==> config.mk <==
export PLATFORM = sky130hd
export DESIGN_NAME = multi_channel_repeat_timer
export DESIGN_NICKNAME = d
export VERILOG_FILES = /design/src/design/mcrt_pkg.sv /design/src/design/mcrt_slot_mem.sv /design/src/design/mcrt_out_reg.sv /design/src/design/mcrt_ctrl.sv /design/src/design/multi_channel_repeat_timer.sv
export SDC_FILE = /design/constraint.sdc
export NUM_CORES = 2
export LEC_CHECK = 0
export BUFFER_PORTS_ARGS = -buffer_cell sky130_fd_sc_hd__buf_2
export CORE_AREA = 2 2 603 605
export CTS_CLUSTER_DIAMETER = 40
export DETAILED_ROUTE_END_ITERATION = 10
export DIE_AREA = 0 0 605 607
export PLACE_DENSITY = 0.52
export SYNTH_ARGS = -nofsm -noshare
export SYNTH_HDL_FRONTEND = slang
export SYNTH_HIERARCHICAL = 1
export SYNTH_SLANG_ARGS = --single-unit
export TNS_END_PERCENT = 20
==> constraint.sdc <==
create_clock -name clk -period 25.1 [get_ports clk]
set_input_delay 5.02 -clock clk [delete_from_list [all_inputs] [get_ports clk]]
set_output_delay 5.02 -clock clk [all_outputs]
set_load 0.02 [all_outputs]
==> src/design/mcrt_pkg.sv <==
// Shared types, constants and helper functions of the multi-channel repeat timer.
// Used by every module of the block; depends on nothing else.
package mcrt_pkg;

    localparam int NUM_SLOTS_DEF = 16;
    localparam int MAX_RESULTS   = 16;
    localparam int RES_CNT_W     = $clog2(MAX_RESULTS + 1);
    localparam int CH_W          = 4;
    localparam logic [15:0] COUNT_FOREVER = 16'hFFFF;

    typedef enum logic [2:0] {
        OP_TICK     = 3'd0,
        OP_CREATE   = 3'd1,
        OP_DESTROY  = 3'd2,
        OP_RESET    = 3'd3,
        OP_ENABLE   = 3'd4,
        OP_INTERVAL = 3'd5,
        OP_PARAMS   = 3'd6,
        OP_QUERY    = 3'd7
    } op_t;

    typedef enum logic [1:0] {
        EV_FIRED = 2'd0,
        EV_DONE  = 2'd1,
        EV_ERROR = 2'd2
    } ev_t;

    typedef enum logic [2:0] {
        ST_IDLE,
        ST_SWEEP,
        ST_FLUSH,
        ST_FIND,
        ST_SINGLE
    } state_t;

    typedef struct packed {
        logic [CH_W-1:0]    channel;
        logic [31:0]        interval;
        logic signed [15:0] repeat_count;
        logic               enable;
        logic [31:0]        param_a;
        logic [31:0]        param_b;
    } in_item_t;

    typedef struct packed {
        logic        enabled;
        logic [31:0] interval;
        logic [15:0] count;
        logic [15:0] init_count;
        logic [31:0] deadline;
        logic [31:0] remaining;
        logic [31:0] arg_a;
        logic [31:0] arg_b;
    } slot_word_t;

    typedef struct packed {
        logic       en;
        slot_word_t data;
    } mem_wr_t;

    typedef struct packed {
        ev_t             kind;
        logic [CH_W-1:0] slot;
        logic [31:0]     param_a;
        logic [31:0]     param_b;
        logic            enabled;
        logic            last;
    } result_t;

    // A count is legal when it is non-negative or the unlimited mark.
    function automatic logic count_ok(logic [15:0] c);
        return (c[15] == 1'b0) || (c == COUNT_FOREVER);
    endfunction

    // Restart a slot: load interval and count, set the deadline and run it.
    function automatic slot_word_t arm_word(slot_word_t w, logic [31:0] iv,
                                            logic [15:0] c, logic [31:0] now);
        slot_word_t r;
        r            = w;
        r.interval   = iv;
        r.count      = c;
        r.init_count = c;
        r.deadline   = now + iv;
        r.enabled    = 1'b1;
        return r;
    endfunction

endpackage

==> src/design/mcrt_slot_mem.sv <==
// Per-slot state memory: one write port, one read port, registered read data.
// Depends on mcrt_pkg for the slot word layout.
module mcrt_slot_mem #(
    parameter int NUM_SLOTS = mcrt_pkg::NUM_SLOTS_DEF,
    parameter int IW        = (NUM_SLOTS > 1) ? $clog2(NUM_SLOTS) : 1
) (
    input  logic                 clk,
    input  logic [IW-1:0]        rd_addr,
    output mcrt_pkg::slot_word_t rd_word,
    input  logic [IW-1:0]        wr_addr,
    input  mcrt_pkg::mem_wr_t    wr
);
    import mcrt_pkg::*;

    slot_word_t mem [NUM_SLOTS];
    slot_word_t rd_word_reg;

    always_ff @(posedge clk)
    begin
        if (wr.en)
        begin
            mem[wr_addr] <= wr.data;
        end
        rd_word_reg <= mem[rd_addr];
    end

    assign rd_word = rd_word_reg;

endmodule

==> src/design/mcrt_out_reg.sv <==
// Output register of the result stream; frees the sequencer from the receiver.
// Depends on mcrt_pkg for the result record.
module mcrt_out_reg (
    input  logic              clk,
    input  logic              rst_n,
    input  logic              res_valid,
    input  mcrt_pkg::result_t res,
    output logic              out_free,
    output logic              out_valid,
    input  logic              out_ready,
    output mcrt_pkg::result_t out_res
);
    import mcrt_pkg::*;

    logic    valid_reg;
    logic    valid_next;
    result_t res_reg;

    // The register can take a beat when it is empty or being drained.
    assign out_free = !valid_reg || out_ready;

    always_comb
    begin
        valid_next = valid_reg;
        if (out_free)
        begin
            valid_next = res_valid;
        end
    end

    always_ff @(posedge clk or negedge rst_n)
    begin
        if (!rst_n)
        begin
            valid_reg <= 1'b0;
        end
        else
        begin
            valid_reg <= valid_next;
        end
    end

    always_ff @(posedge clk)
    begin
        if (out_free && res_valid)
        begin
            res_reg <= res;
        end
    end

    assign out_valid = valid_reg;
    assign out_res   = res_reg;

endmodule

==> src/design/mcrt_ctrl.sv <==
// Sequencer of the timer table: time counter, slot-used bits, sweep and op handling.
// Reads and writes slot words through mcrt_slot_mem; depends on mcrt_pkg.
module mcrt_ctrl #(
    parameter int NUM_SLOTS = mcrt_pkg::NUM_SLOTS_DEF,
    parameter int IW        = (NUM_SLOTS > 1) ? $clog2(NUM_SLOTS) : 1
) (
    input  logic                 clk,
    input  logic                 rst_n,
    input  logic                 in_valid,
    output logic                 in_ready,
    input  mcrt_pkg::op_t        in_op,
    input  mcrt_pkg::in_item_t   in_item,
    input  logic                 out_free,
    output logic                 res_valid,
    output mcrt_pkg::result_t    res,
    output logic [IW-1:0]        rd_addr,
    input  mcrt_pkg::slot_word_t rd_word,
    output logic [IW-1:0]        wr_addr,
    output mcrt_pkg::mem_wr_t    wr
);
    import mcrt_pkg::*;

    localparam logic [IW-1:0] LAST_SLOT = IW'(NUM_SLOTS - 1);

    state_t                 state_reg, state_next;
    logic [31:0]            time_reg, time_next;
    logic [NUM_SLOTS-1:0]   used_reg, used_next;
    logic [IW-1:0]          cur_reg, cur_next;
    logic [RES_CNT_W-1:0]   n_reg, n_next;
    op_t                    op_reg, op_next;
    logic [CH_W-1:0]        ch_reg, ch_next;
    logic [31:0]            ival_reg, ival_next;
    logic [15:0]            cnt_reg, cnt_next;
    logic                   en_reg, en_next;
    logic [31:0]            pa_reg, pa_next;
    logic [31:0]            pb_reg, pb_next;
    logic                   pend_valid_reg, pend_valid_next;
    logic [CH_W-1:0]        pend_slot_reg, pend_slot_next;
    logic [31:0]            pend_a_reg, pend_a_next;
    logic [31:0]            pend_b_reg, pend_b_next;

    logic          cur_used;
    logic          cur_last;
    logic [IW-1:0] ch_idx;
    logic          ch_ok;
    logic          sw_due;
    logic          sw_full;
    logic          sw_fire;
    logic          sw_go;
    logic          sw_end;
    logic          find_done;

    // Decisions shared by the next-state and datapath blocks.
    always_comb
    begin
        cur_used = used_reg[cur_reg];
        cur_last = (cur_reg == LAST_SLOT);
        ch_idx   = IW'(ch_reg);
        ch_ok    = (32'(ch_reg) < 32'(NUM_SLOTS)) && used_reg[ch_idx];
        sw_due   = cur_used && (rd_word.count != 16'd0) && rd_word.enabled
                   && count_ok(rd_word.count) && (rd_word.deadline <= time_reg);
        sw_full  = (n_reg == RES_CNT_W'(MAX_RESULTS));
        sw_fire  = sw_due && !sw_full;
        sw_go    = !sw_fire || !pend_valid_reg || out_free;
        sw_end   = (sw_due && sw_full) || (sw_go && cur_last);
        find_done = !count_ok(cnt_reg) || !cur_used || cur_last;
    end

    always_comb
    begin
        state_next = state_reg;
        case (state_reg)
            ST_IDLE:
            begin
                if (in_valid)
                begin
                    case (in_op)
                        OP_TICK:   state_next = ST_SWEEP;
                        OP_CREATE: state_next = ST_FIND;
                        default:   state_next = ST_SINGLE;
                    endcase
                end
            end
            ST_SWEEP:
            begin
                if (sw_end)
                begin
                    state_next = ST_FLUSH;
                end
            end
            ST_FLUSH:
            begin
                if (!pend_valid_reg || out_free)
                begin
                    state_next = ST_IDLE;
                end
            end
            ST_FIND:
            begin
                if (find_done && out_free)
                begin
                    state_next = ST_IDLE;
                end
            end
            ST_SINGLE:
            begin
                if (out_free)
                begin
                    state_next = ST_IDLE;
                end
            end
            default: state_next = ST_IDLE;
        endcase
    end

    always_comb
    begin
        time_next       = time_reg;
        used_next       = used_reg;
        cur_next        = cur_reg;
        n_next          = n_reg;
        op_next         = op_reg;
        ch_next         = ch_reg;
        ival_next       = ival_reg;
        cnt_next        = cnt_reg;
        en_next         = en_reg;
        pa_next         = pa_reg;
        pb_next         = pb_reg;
        pend_valid_next = pend_valid_reg;
        pend_slot_next  = pend_slot_reg;
        pend_a_next     = pend_a_reg;
        pend_b_next     = pend_b_reg;
        res_valid       = 1'b0;
        res             = '0;
        rd_addr         = cur_reg;
        wr_addr         = cur_reg;
        wr.en           = 1'b0;
        wr.data         = rd_word;

        case (state_reg)
            ST_IDLE:
            begin
                rd_addr = (in_op == OP_TICK) ? '0 : IW'(in_item.channel);
                if (in_valid)
                begin
                    op_next         = in_op;
                    ch_next         = in_item.channel;
                    ival_next       = in_item.interval;
                    cnt_next        = in_item.repeat_count;
                    en_next         = in_item.enable;
                    pa_next         = in_item.param_a;
                    pb_next         = in_item.param_b;
                    cur_next        = '0;
                    n_next          = '0;
                    pend_valid_next = 1'b0;
                    if (in_op == OP_TICK)
                    begin
                        time_next = time_reg + 32'd1;
                    end
                end
            end
            ST_SWEEP:
            begin
                if (sw_go && !(sw_due && sw_full))
                begin
                    cur_next = IW'(cur_reg + 1'b1);
                    rd_addr  = IW'(cur_reg + 1'b1);
                    if (sw_fire)
                    begin
                        // Hold the firing back one step so the final one can carry last.
                        if (pend_valid_reg)
                        begin
                            res_valid     = 1'b1;
                            res.kind      = EV_FIRED;
                            res.slot      = pend_slot_reg;
                            res.param_a   = pend_a_reg;
                            res.param_b   = pend_b_reg;
                        end
                        pend_valid_next = 1'b1;
                        pend_slot_next  = CH_W'(cur_reg);
                        pend_a_next     = rd_word.arg_a;
                        pend_b_next     = rd_word.arg_b;
                        n_next          = n_reg + 1'b1;
                        wr.en           = 1'b1;
                        if (rd_word.count == COUNT_FOREVER)
                        begin
                            wr.data.deadline = rd_word.deadline + rd_word.interval;
                        end
                        else
                        begin
                            wr.data.count = rd_word.count - 16'd1;
                            if (rd_word.count == 16'd1)
                            begin
                                used_next[cur_reg] = 1'b0;
                            end
                            else
                            begin
                                wr.data.deadline = rd_word.deadline + rd_word.interval;
                            end
                        end
                    end
                    else if (cur_used && (rd_word.count == 16'd0))
                    begin
                        used_next[cur_reg] = 1'b0;
                    end
                end
            end
            ST_FLUSH:
            begin
                if (pend_valid_reg && out_free)
                begin
                    res_valid       = 1'b1;
                    res.kind        = EV_FIRED;
                    res.slot        = pend_slot_reg;
                    res.param_a     = pend_a_reg;
                    res.param_b     = pend_b_reg;
                    res.last        = 1'b1;
                    pend_valid_next = 1'b0;
                end
            end
            ST_FIND:
            begin
                if (!count_ok(cnt_reg) || (cur_used && cur_last))
                begin
                    if (out_free)
                    begin
                        res_valid = 1'b1;
                        res.kind  = EV_ERROR;
                        res.last  = 1'b1;
                    end
                end
                else if (!cur_used)
                begin
                    if (out_free)
                    begin
                        res_valid          = 1'b1;
                        res.kind           = EV_DONE;
                        res.slot           = CH_W'(cur_reg);
                        res.last           = 1'b1;
                        used_next[cur_reg] = 1'b1;
                        wr.en              = 1'b1;
                        wr.data            = arm_word(rd_word, ival_reg, cnt_reg, time_reg);
                        wr.data.remaining  = '0;
                        wr.data.arg_a      = pa_reg;
                        wr.data.arg_b      = pb_reg;
                    end
                end
                else
                begin
                    cur_next = IW'(cur_reg + 1'b1);
                end
            end
            ST_SINGLE:
            begin
                rd_addr = ch_idx;
                wr_addr = ch_idx;
                if (out_free)
                begin
                    res_valid = 1'b1;
                    res.kind  = EV_DONE;
                    res.slot  = ch_reg;
                    res.last  = 1'b1;
                    if (!ch_ok)
                    begin
                        res.kind = EV_ERROR;
                    end
                    else
                    begin
                        case (op_reg)
                            OP_DESTROY:
                            begin
                                used_next[ch_idx] = 1'b0;
                            end
                            OP_RESET:
                            begin
                                wr.en   = 1'b1;
                                wr.data = arm_word(rd_word, rd_word.interval,
                                                   rd_word.init_count, time_reg);
                            end
                            OP_ENABLE:
                            begin
                                // Pause keeps the time left; resume rebuilds the deadline.
                                if (rd_word.enabled && !en_reg)
                                begin
                                    wr.en             = 1'b1;
                                    wr.data.remaining = rd_word.deadline - time_reg;
                                    wr.data.enabled   = 1'b0;
                                end
                                else if (!rd_word.enabled && en_reg)
                                begin
                                    wr.en            = 1'b1;
                                    wr.data.deadline = rd_word.remaining + time_reg;
                                    wr.data.enabled  = 1'b1;
                                end
                            end
                            OP_INTERVAL:
                            begin
                                if (!count_ok(cnt_reg))
                                begin
                                    res.kind = EV_ERROR;
                                end
                                else
                                begin
                                    wr.en   = 1'b1;
                                    wr.data = arm_word(rd_word, ival_reg, cnt_reg, time_reg);
                                end
                            end
                            OP_PARAMS:
                            begin
                                wr.en         = 1'b1;
                                wr.data.arg_a = pa_reg;
                                wr.data.arg_b = pb_reg;
                            end
                            OP_QUERY:
                            begin
                                res.enabled = rd_word.enabled;
                            end
                            default:
                            begin
                                res.kind = EV_DONE;
                            end
                        endcase
                    end
                end
            end
            default:
            begin
                res_valid = 1'b0;
            end
        endcase
    end

    assign in_ready = (state_reg == ST_IDLE);

    always_ff @(posedge clk or negedge rst_n)
    begin
        if (!rst_n)
        begin
            state_reg      <= ST_IDLE;
            time_reg       <= '0;
            used_reg       <= '0;
            cur_reg        <= '0;
            n_reg          <= '0;
            pend_valid_reg <= 1'b0;
        end
        else
        begin
            state_reg      <= state_next;
            time_reg       <= time_next;
            used_reg       <= used_next;
            cur_reg        <= cur_next;
            n_reg          <= n_next;
            pend_valid_reg <= pend_valid_next;
        end
    end

    always_ff @(posedge clk)
    begin
        op_reg        <= op_next;
        ch_reg        <= ch_next;
        ival_reg      <= ival_next;
        cnt_reg       <= cnt_next;
        en_reg        <= en_next;
        pa_reg        <= pa_next;
        pb_reg        <= pb_next;
        pend_slot_reg <= pend_slot_next;
        pend_a_reg    <= pend_a_next;
        pend_b_reg    <= pend_b_next;
    end

endmodule

==> src/design/multi_channel_repeat_timer.sv <==
// Top level of the multi-channel repeat timer: unpacks the command stream,
// joins sequencer, slot memory and output register. Depends on mcrt_pkg.
//
// Usage:
//   s_axis carries commands: tuser is the op (tick, create, destroy, reset,
//   set enable, set interval, set params, query), tdata the operands.
//   m_axis carries results: tuser is the event kind (fired, done, error),
//   tdata the slot, stored callback parameters and enable status; tlast
//   marks the final beat caused by one command.
// Operation:
//   One command is worked at a time. A tick is accepted, then sweeps the
//   slots in order out of the slot memory (its single read port sets the
//   pace) and finally releases the held-back final firing. Create scans
//   the used bits for a free slot; every other op is accepted and then
//   answered with one beat. At most 16 firings come out per tick;
//   slots not reached stay pending for the next tick.
// Reset:
//   rst_n clears the time counter, all used bits and the handshake state;
//   no clearing pass over the memory is needed.
// Stalls:
//   A result waits in the output register while m_axis_tready is low; the
//   sweep holds on the next firing until the register drains, and a new
//   command can be taken meanwhile once the sequencer is idle.
module multi_channel_repeat_timer #(
    parameter int NUM_SLOTS = mcrt_pkg::NUM_SLOTS_DEF
) (
    input  logic         clk,
    input  logic         rst_n,
    input  logic         s_axis_tvalid,
    output logic         s_axis_tready,
    // tdata from bit 0: channel[3:0], interval[31:0], repeat_count[15:0],
    // enable, param_a[31:0], param_b[31:0], 3 zero bits
    input  logic [119:0] s_axis_tdata,
    // tuser: op[2:0]
    input  logic [2:0]   s_axis_tuser,
    output logic         m_axis_tvalid,
    input  logic         m_axis_tready,
    // tdata from bit 0: slot[3:0], out_param_a[31:0], out_param_b[31:0],
    // enabled, 3 zero bits
    output logic [71:0]  m_axis_tdata,
    // tuser: event_kind[1:0]
    output logic [1:0]   m_axis_tuser,
    output logic         m_axis_tlast
);
    import mcrt_pkg::*;

    localparam int IW = (NUM_SLOTS > 1) ? $clog2(NUM_SLOTS) : 1;

    in_item_t      in_item;
    op_t           in_op;
    logic          out_free;
    logic          res_valid;
    result_t       res;
    result_t       out_res;
    logic [IW-1:0] rd_addr;
    logic [IW-1:0] wr_addr;
    slot_word_t    rd_word;
    mem_wr_t       wr;

    // Unpack the command beat.
    always_comb
    begin
        in_op                = op_t'(s_axis_tuser);
        in_item.channel      = s_axis_tdata[3:0];
        in_item.interval     = s_axis_tdata[35:4];
        in_item.repeat_count = s_axis_tdata[51:36];
        in_item.enable       = s_axis_tdata[52];
        in_item.param_a      = s_axis_tdata[84:53];
        in_item.param_b      = s_axis_tdata[116:85];
    end

    mcrt_ctrl #(
        .NUM_SLOTS (NUM_SLOTS),
        .IW        (IW)
    ) u_ctrl (
        .clk       (clk),
        .rst_n     (rst_n),
        .in_valid  (s_axis_tvalid),
        .in_ready  (s_axis_tready),
        .in_op     (in_op),
        .in_item   (in_item),
        .out_free  (out_free),
        .res_valid (res_valid),
        .res       (res),
        .rd_addr   (rd_addr),
        .rd_word   (rd_word),
        .wr_addr   (wr_addr),
        .wr        (wr)
    );

    mcrt_slot_mem #(
        .NUM_SLOTS (NUM_SLOTS),
        .IW        (IW)
    ) u_mem (
        .clk     (clk),
        .rd_addr (rd_addr),
        .rd_word (rd_word),
        .wr_addr (wr_addr),
        .wr      (wr)
    );

    mcrt_out_reg u_out (
        .clk       (clk),
        .rst_n     (rst_n),
        .res_valid (res_valid),
        .res       (res),
        .out_free  (out_free),
        .out_valid (m_axis_tvalid),
        .out_ready (m_axis_tready),
        .out_res   (out_res)
    );

    // Pack the result beat.
    assign m_axis_tdata = {3'b000, out_res.enabled, out_res.param_b,
                           out_res.param_a, out_res.slot};
    assign m_axis_tuser = out_res.kind;
    assign m_axis_tlast = out_res.last;

endmodule

Yosys cells after proc, flatten, opt, wreduce, memory -nomap -nowiden
Memory sizes are Yosys's and may differ from the RTL's. A register that Yosys moved wholly into a read port is not among the register bits.
Index checks and enable logic that the tools add are counted.

storage, ports and cells
  register bits after elaboration = 322
  bits in writable memories = 3,088
  logic and storage cells = 234
  memories = 1

memories
  name       words  bits a word  read ports  clocked after memory_dff  wr ports  line                 RTL
  u_mem.mem  16     193          1           1                         1         mcrt_slot_mem.sv:15  slot_word_t mem [NUM_SLOTS];

operators by class
  $add $sub $neg = 9
  order comparisons = 5
  equality and inequality tests = 33
  muxes and demuxes = 102
  bitwise gates (word level) = 7
  reductions and logical operators = 54

operator list
  cell                   number
  $mux 194               6
  $pmux 64 s2            3
  $mux 16                14
  $mux 32                7
  $pmux 64 s3            1
  $pmux 96 s2            1
  $mux 70                2
  $mux 68                2
  $add 32x32->32         4
  $pmux 16 s3            2
  $pmux 32 s3            1
  $pmux 33 s2            1
  $add 32x1->32 const B  1
  $and 16x16->16         2
  $eq 16x16->1 const B   2
  $le 32x32->1           1
  $not 16->16            2
  $pmux 16 s2            1
  $sub 32x32->32         1
  $mux 4                 7
  $pmux 4 s3             2
  $pmux 6 s4             1
  $mux 1                 20
  $mux 5                 4
  41 further kinds       122

Logic depth before layout (Yosys ltp)
  word-level depth = 15
  mapped depth = 21

Modules after synthesis
The synthesis kept the hierarchy.

by module, submodules not included
  module                      times used  cells an instance  area an instance (um2)  seq. area each (um2)
  mcrt_slot_mem               1           5,037              119,702.3               96,592.6
  mcrt_ctrl                   1           2,530              22,036.1                7,171.9
  mcrt_out_reg                1           76                 2,215.9                 2,187.1
  multi_channel_repeat_timer  1           4                  26.3                    0.0

Least setup slack after synthesis
OpenSTA, ideal clock, no wires.

  path type = input -> register
  from = in m_axis_tready
  to = mem u_mem/mem[0][0] in the netlist's numbering, enable pin
  data arrival time = 24.444 ns
  required time = 24.118 ns
  setup slack = -0.326 ns
  stages on the path = 7
  path buffers = 0
  path through = nand2b_4 > nor2b_1 > or2_2 > nor3_1 > or3_1 > or3b_2 > nor3_1

RTL lines
  what                line                              RTL
  start: declaration  multi_channel_repeat_timer.sv:37  input logic m_axis_tready,
  end: declaration    mcrt_slot_mem.sv:15

Final worst setup path
  from = in m_axis_tready
  to = reg u_mem/rd_word[191] (netlist name)

between the ends
  cells in the longest elaborated chain, start to end = 5

ends and longest elaborated chain
  what                  line                              RTL
  $logic_or 1x1->1      mcrt_out_reg.sv:20                assign out_free = !valid_reg || out_ready;
  named net out_free    multi_channel_repeat_timer.sv:51  logic out_free;
  $logic_or 1x1->1      mcrt_ctrl.sv:64                   sw_go = !sw_fire || !pend_valid_reg || out_free;
  $logic_and 1x1->1     mcrt_ctrl.sv:164                  if (sw_go && !(sw_due && sw_full))
  $mux 4                n/a
  $pmux 4 s3            mcrt_ctrl.sv:140                  case (state_reg)
  named net rd_addr[0]  multi_channel_repeat_timer.sv:55  logic [IW-1:0] rd_addr;

The timed path passes the listed nets, and every way through them passes these cells.
A chain may end at the register's enable or synchronous reset.

==> impl_summary.log <==
INFO  metric run_status = finished clean
INFO  metric post-route-drc-count = 0
INFO  metric min_path_type = reg2reg
INFO  metric tritoncts_num_sinks = between 3000 and 4000
INFO  metric fp.dieH = between 600 and 700 um
INFO  metric syn_inst = about 7600
INFO  metric wire_per_inst = roughly 31 um
INFO  metric cts.htree.levels = 5
INFO  metric timing_worst_slew_pin_value = 1.364 ns
INFO  metric initial_core_util = between 30% and 40%
INFO  metric count_of_cells_resized_by_post_cts_repair = 0
INFO  metric postSynth.asyncResetShare = 1.721%
INFO  metric synth_simple_gate_area_share = under 10%
INFO  metric yosysUniqueCellTypes = just over 90
INFO  metric synth_area = roughly 140000 um^2
INFO  metric top_level_ports = 204
INFO  metric layout-area-overhead-vs-synth = 16.43%
INFO  metric power_switching_share = between 20% and 30%
INFO  metric hold_path_depth = 0
INFO  metric p_leak = around 55 nW
INFO  metric io_buffer_count = 197
INFO  metric synth_enable_flop_cells = ~3300
INFO  metric rsz_0062_raised_after_global_routing = no
INFO  metric grt_antenna_before_repair = 21
INFO  metric ys.warnings.count = 6
INFO  metric largest_net_degree_at_the_start_of_global_routing = between 100 and 150
INFO  metric max_cap_violations = 0
INFO  metric cp_data_required_time = about 26 ns
INFO  metric timing.critical_path.to_type = flop
INFO  metric timing.critical_path.arrival = 11.95 ns
INFO  metric max-clock-path-buffers = 4
INFO  metric design.die.area = between 300000 and 400000 um^2
INFO  metric internal-power = 13.27 mW
INFO  metric timing_hold_violations_final = 0
INFO  metric finish.net_count = 8433
INFO  metric cts_tree = done
INFO  metric worst_path_max_fanout = 47
INFO  metric gr-total-overflow = 0
INFO  metric power.density_cell_area = ~110 nW/um^2
INFO  metric drt-total-wl = around 410000 um
INFO  metric max_freq = 89.68 MHz
INFO  metric postSynthRegisterBits = between 3000 and 4000
INFO  metric vdd_ir_drop_max = 68.53 uV
INFO  metric p_clk_share = between 30% and 40%
INFO  metric synth_top_family_by_area = multiplexers
INFO  metric final_layout_size_suffix_gt1_share = between 20% and 30%
INFO  metric synth_adder_area_share = around 1.5%
INFO  metric synth_xor_area_share = 1.065%
INFO  metric detailroute.via_count = ~77000
INFO  metric path_class = in2reg
INFO  metric timing.final.setup_violations = 0
INFO  metric synth_compound_gate_area_share = roughly 5.7%
INFO  metric first_pass_grt_wire_length = around 580000 um
INFO  metric cts.hold.buffers_added = 0
INFO  metric number_of_global_route_vias_before_repair = a little under 80000
INFO  metric gp_routability_congestion = 0.9083
INFO  metric ant_nets = 0
INFO  metric worst_slew_margin_rel = 8.658%
INFO  metric rr_worst_depth = 18
INFO  metric cts_made_buffers = between 400 and 500
INFO  metric cp-start-kind = input pin
INFO  metric grt.total_usage = a little over a fifth
INFO  metric insertion_delay = 0.98 ns
INFO  metric clock_tree.root_cell = sky130_fd_sc_hd__clkbuf_16
INFO  metric synthMuxAreaShare = 13.02%
INFO  metric finalWorstPathRequiredPeriod = ~11 ns
INFO  metric drt_pass1_iterations = 8
INFO  metric total_switching_power = roughly 5.6 mW
INFO  metric totalNegativeSetupSlack = 0 ns
INFO  metric largest_reg_flops = a little over 3000
INFO  metric post_synth.cell_area_avg = around 19 um^2
INFO  metric detail_route.vias_per_cell = 5.741
INFO  metric coreArea = 360900 um^2
INFO  metric fin_crit_sh = 44.43%
INFO  metric place_hpwl = 223900 um
INFO  metric report.final.slew_viol_count = 0
INFO  metric finClkSkew = between 0.04 and 0.05 ns
INFO  metric share_comb_of_total_power = roughly a fifth
INFO  metric power.share.sequential = between 40% and 50%
INFO  metric core.rowCount = approximately 220
INFO  metric worst_setup_hold_path_clk_slew = 0.05 ns
INFO  metric synth_top_flop_cell = sky130_fd_sc_hd__edfxtp_1
INFO  metric dr.first_iter.drc_count = approximately 8600
INFO  metric ys_seq_area_share = between 70% and 80%
INFO  metric post-cts-setup-buffers = 0
INFO  metric hold-worst-slack = approximately 0.42 ns
INFO  metric x_dimension_of_the_die = just over 600 um
[path summary, 6_finish.rpt]
path                                               to           startpoint  slack (ns)
worst min-delay path            u_ctrl/pend_a_reg[26]    u_mem/rd_word[58]        0.42
max in group asynchronous         u_ctrl/time_reg[23]                rst_n       20.27
worst min register to register  u_ctrl/pend_a_reg[26]    u_mem/rd_word[58]        0.42
min in group asynchronous          u_ctrl/used_reg[2]                rst_n        4.16
worst max register to register     u_mem/rd_word[191]  u_ctrl/time_reg[21]       15.71
worst max-delay path               u_mem/rd_word[191]        m_axis_tready       13.95
[worst max-delay path, cell delays in order]
cell,delay (ns)
sky130_fd_sc_hd__buf_2,0.08
sky130_fd_sc_hd__nand2b_4,0.25
sky130_fd_sc_hd__nor2b_1,0.12
sky130_fd_sc_hd__or2_2,0.31
sky130_fd_sc_hd__nand3_1,0.23
sky130_fd_sc_hd__nand2_1,0.24
sky130_fd_sc_hd__o211ai_1,0.89
sky130_fd_sc_hd__buf_4,0.77
sky130_fd_sc_hd__buf_4,0.71
sky130_fd_sc_hd__buf_4,0.68
sky130_fd_sc_hd__buf_4,0.76
sky130_fd_sc_hd__buf_4,0.82
sky130_fd_sc_hd__mux2_2,0.41
sky130_fd_sc_hd__a221oi_1,0.33
sky130_fd_sc_hd__a22oi_1,0.15
[layer usage]
layer  up-vias  global-route usage [%]  part of all wire, %
met1     40850                   30.46                   43
met4        18                   6.868                  3.2
li1      32470                       -                    -
met5         -                       0                0.028
met2      2580                   36.12                   48
met3       695                   2.771                  5.4
[layout make-up]
class | count | area [um^2]
Inverter | 82 | 307.8
Sequential cell | 3603 | 106000
Clock inverter | 321 | 3809
Clock buffer | 564 | 12520
Antenna cell | 2 | 5.005
Timing Repair Buffer | 398 | 2785
Multi-Input combinational cell | 3581 | 36260
Fill cell | 30470 | 193200
Tap cell | 4794 | 5998
[cells in the mapped netlist (36+ instances only)]
master / number / area [um^2]
sky130_fd_sc_hd__a21o_1: 69 / 518.0
sky130_fd_sc_hd__a21oi_1: 184 / 920.9
sky130_fd_sc_hd__a22oi_1: 357 / 2680
sky130_fd_sc_hd__a31oi_1: 58 / 362.9
sky130_fd_sc_hd__and2_1: 83 / 519.3
sky130_fd_sc_hd__and3_1: 38 / 237.7
sky130_fd_sc_hd__buf_1: 44 / 165.2
sky130_fd_sc_hd__buf_2: 103 / 515.5
sky130_fd_sc_hd__buf_4: 47 / 352.8
sky130_fd_sc_hd__clkbuf_1: 177 / 664.4
sky130_fd_sc_hd__dfrtp_1: 62 / 1551
sky130_fd_sc_hd__dfxtp_1: 193 / 3864
sky130_fd_sc_hd__edfxtp_1: 3348 / 100500
sky130_fd_sc_hd__ha_1: 169 / 2115
sky130_fd_sc_hd__inv_1: 82 / 307.8
sky130_fd_sc_hd__mux2_2: 158 / 1779
sky130_fd_sc_hd__mux2i_1: 50 / 500.5
sky130_fd_sc_hd__mux4_2: 731 / 16460
sky130_fd_sc_hd__nand2_1: 469 / 1760
sky130_fd_sc_hd__nand2b_1: 50 / 312.8
sky130_fd_sc_hd__nand3_1: 83 / 415.4
sky130_fd_sc_hd__nor2_1: 158 / 593.1
sky130_fd_sc_hd__nor2b_1: 65 / 406.6
sky130_fd_sc_hd__nor3_1: 49 / 245.2
sky130_fd_sc_hd__o21ai_0: 218 / 1091
sky130_fd_sc_hd__o221ai_1: 36 / 315.3
sky130_fd_sc_hd__xnor2_1: 99 / 867.1
sky130_fd_sc_hd__xor2_1: 76 / 665.6
[metrics by stage]
stage               cells  utilization, %  total power, mW  instance area [um^2]  setup WS (ns)
floorplan            7649               -            10.60                144000        0.01355
global placement    12460           41.93            12.01                151300          12.76
detailed placement  12460           41.93            12.09                151300          12.68
CTS                 13340           46.45            18.97                167600          13.71
global route        13340           46.46            19.55                167600          13.19
finish              13350           46.46            18.83                167600          13.95
[kinds of logic after synthesis]
logic type	after synthesis
buffers and inverters	465
AOI/OAI and AO/OA	1206
DFF	3603
other	1
xor gates and xnor gates	175
muxes	939
adders and majority gates	174
and+or+nand+nor	1084
[power groups by stage]
stage	clock [mW]	combinational (mW)	sequential, mW
after floorplan	0	2.76	7.84
after global placement	0	3.92	8.10
after detailed placement	0	4.00	8.09
after CTS	6.98	4.01	7.98
after global routing	7.22	4.35	7.98
final	6.86	4.00	7.96
[layout by cell type (no fill, tap or decap), types with 39 or more instances in the layout]
cell type / synthesis / layout
sky130_fd_sc_hd__a21o_1: 69 / 69
sky130_fd_sc_hd__a21oi_1: 184 / 183
sky130_fd_sc_hd__a22oi_1: 357 / 357
sky130_fd_sc_hd__a31oi_1: 58 / 57
sky130_fd_sc_hd__and2_1: 83 / 80
sky130_fd_sc_hd__buf_2: 103 / 196
sky130_fd_sc_hd__buf_4: 47 / 179
sky130_fd_sc_hd__bufinv_16: 0 / 63
sky130_fd_sc_hd__clkbuf_1: 177 / 59
sky130_fd_sc_hd__clkbuf_16: 0 / 475
sky130_fd_sc_hd__clkinv_1: 0 / 39
sky130_fd_sc_hd__clkinv_2: 0 / 65
sky130_fd_sc_hd__clkinvlp_4: 0 / 51
sky130_fd_sc_hd__dfrtp_1: 62 / 62
sky130_fd_sc_hd__dfxtp_1: 193 / 193
sky130_fd_sc_hd__edfxtp_1: 3348 / 3348
sky130_fd_sc_hd__ha_1: 169 / 169
sky130_fd_sc_hd__inv_1: 82 / 82
sky130_fd_sc_hd__inv_6: 0 / 45
sky130_fd_sc_hd__mux2_2: 158 / 158
sky130_fd_sc_hd__mux2i_1: 50 / 50
sky130_fd_sc_hd__mux4_2: 731 / 731
sky130_fd_sc_hd__nand2_1: 469 / 468
sky130_fd_sc_hd__nand2b_1: 50 / 49
sky130_fd_sc_hd__nand3_1: 83 / 82
sky130_fd_sc_hd__nor2_1: 158 / 142
sky130_fd_sc_hd__nor2b_1: 65 / 59
sky130_fd_sc_hd__nor3_1: 49 / 42
sky130_fd_sc_hd__o21ai_0: 218 / 203
sky130_fd_sc_hd__xnor2_1: 99 / 99
sky130_fd_sc_hd__xor2_1: 76 / 76
Note: power is estimated with default switching activity, not from simulation.
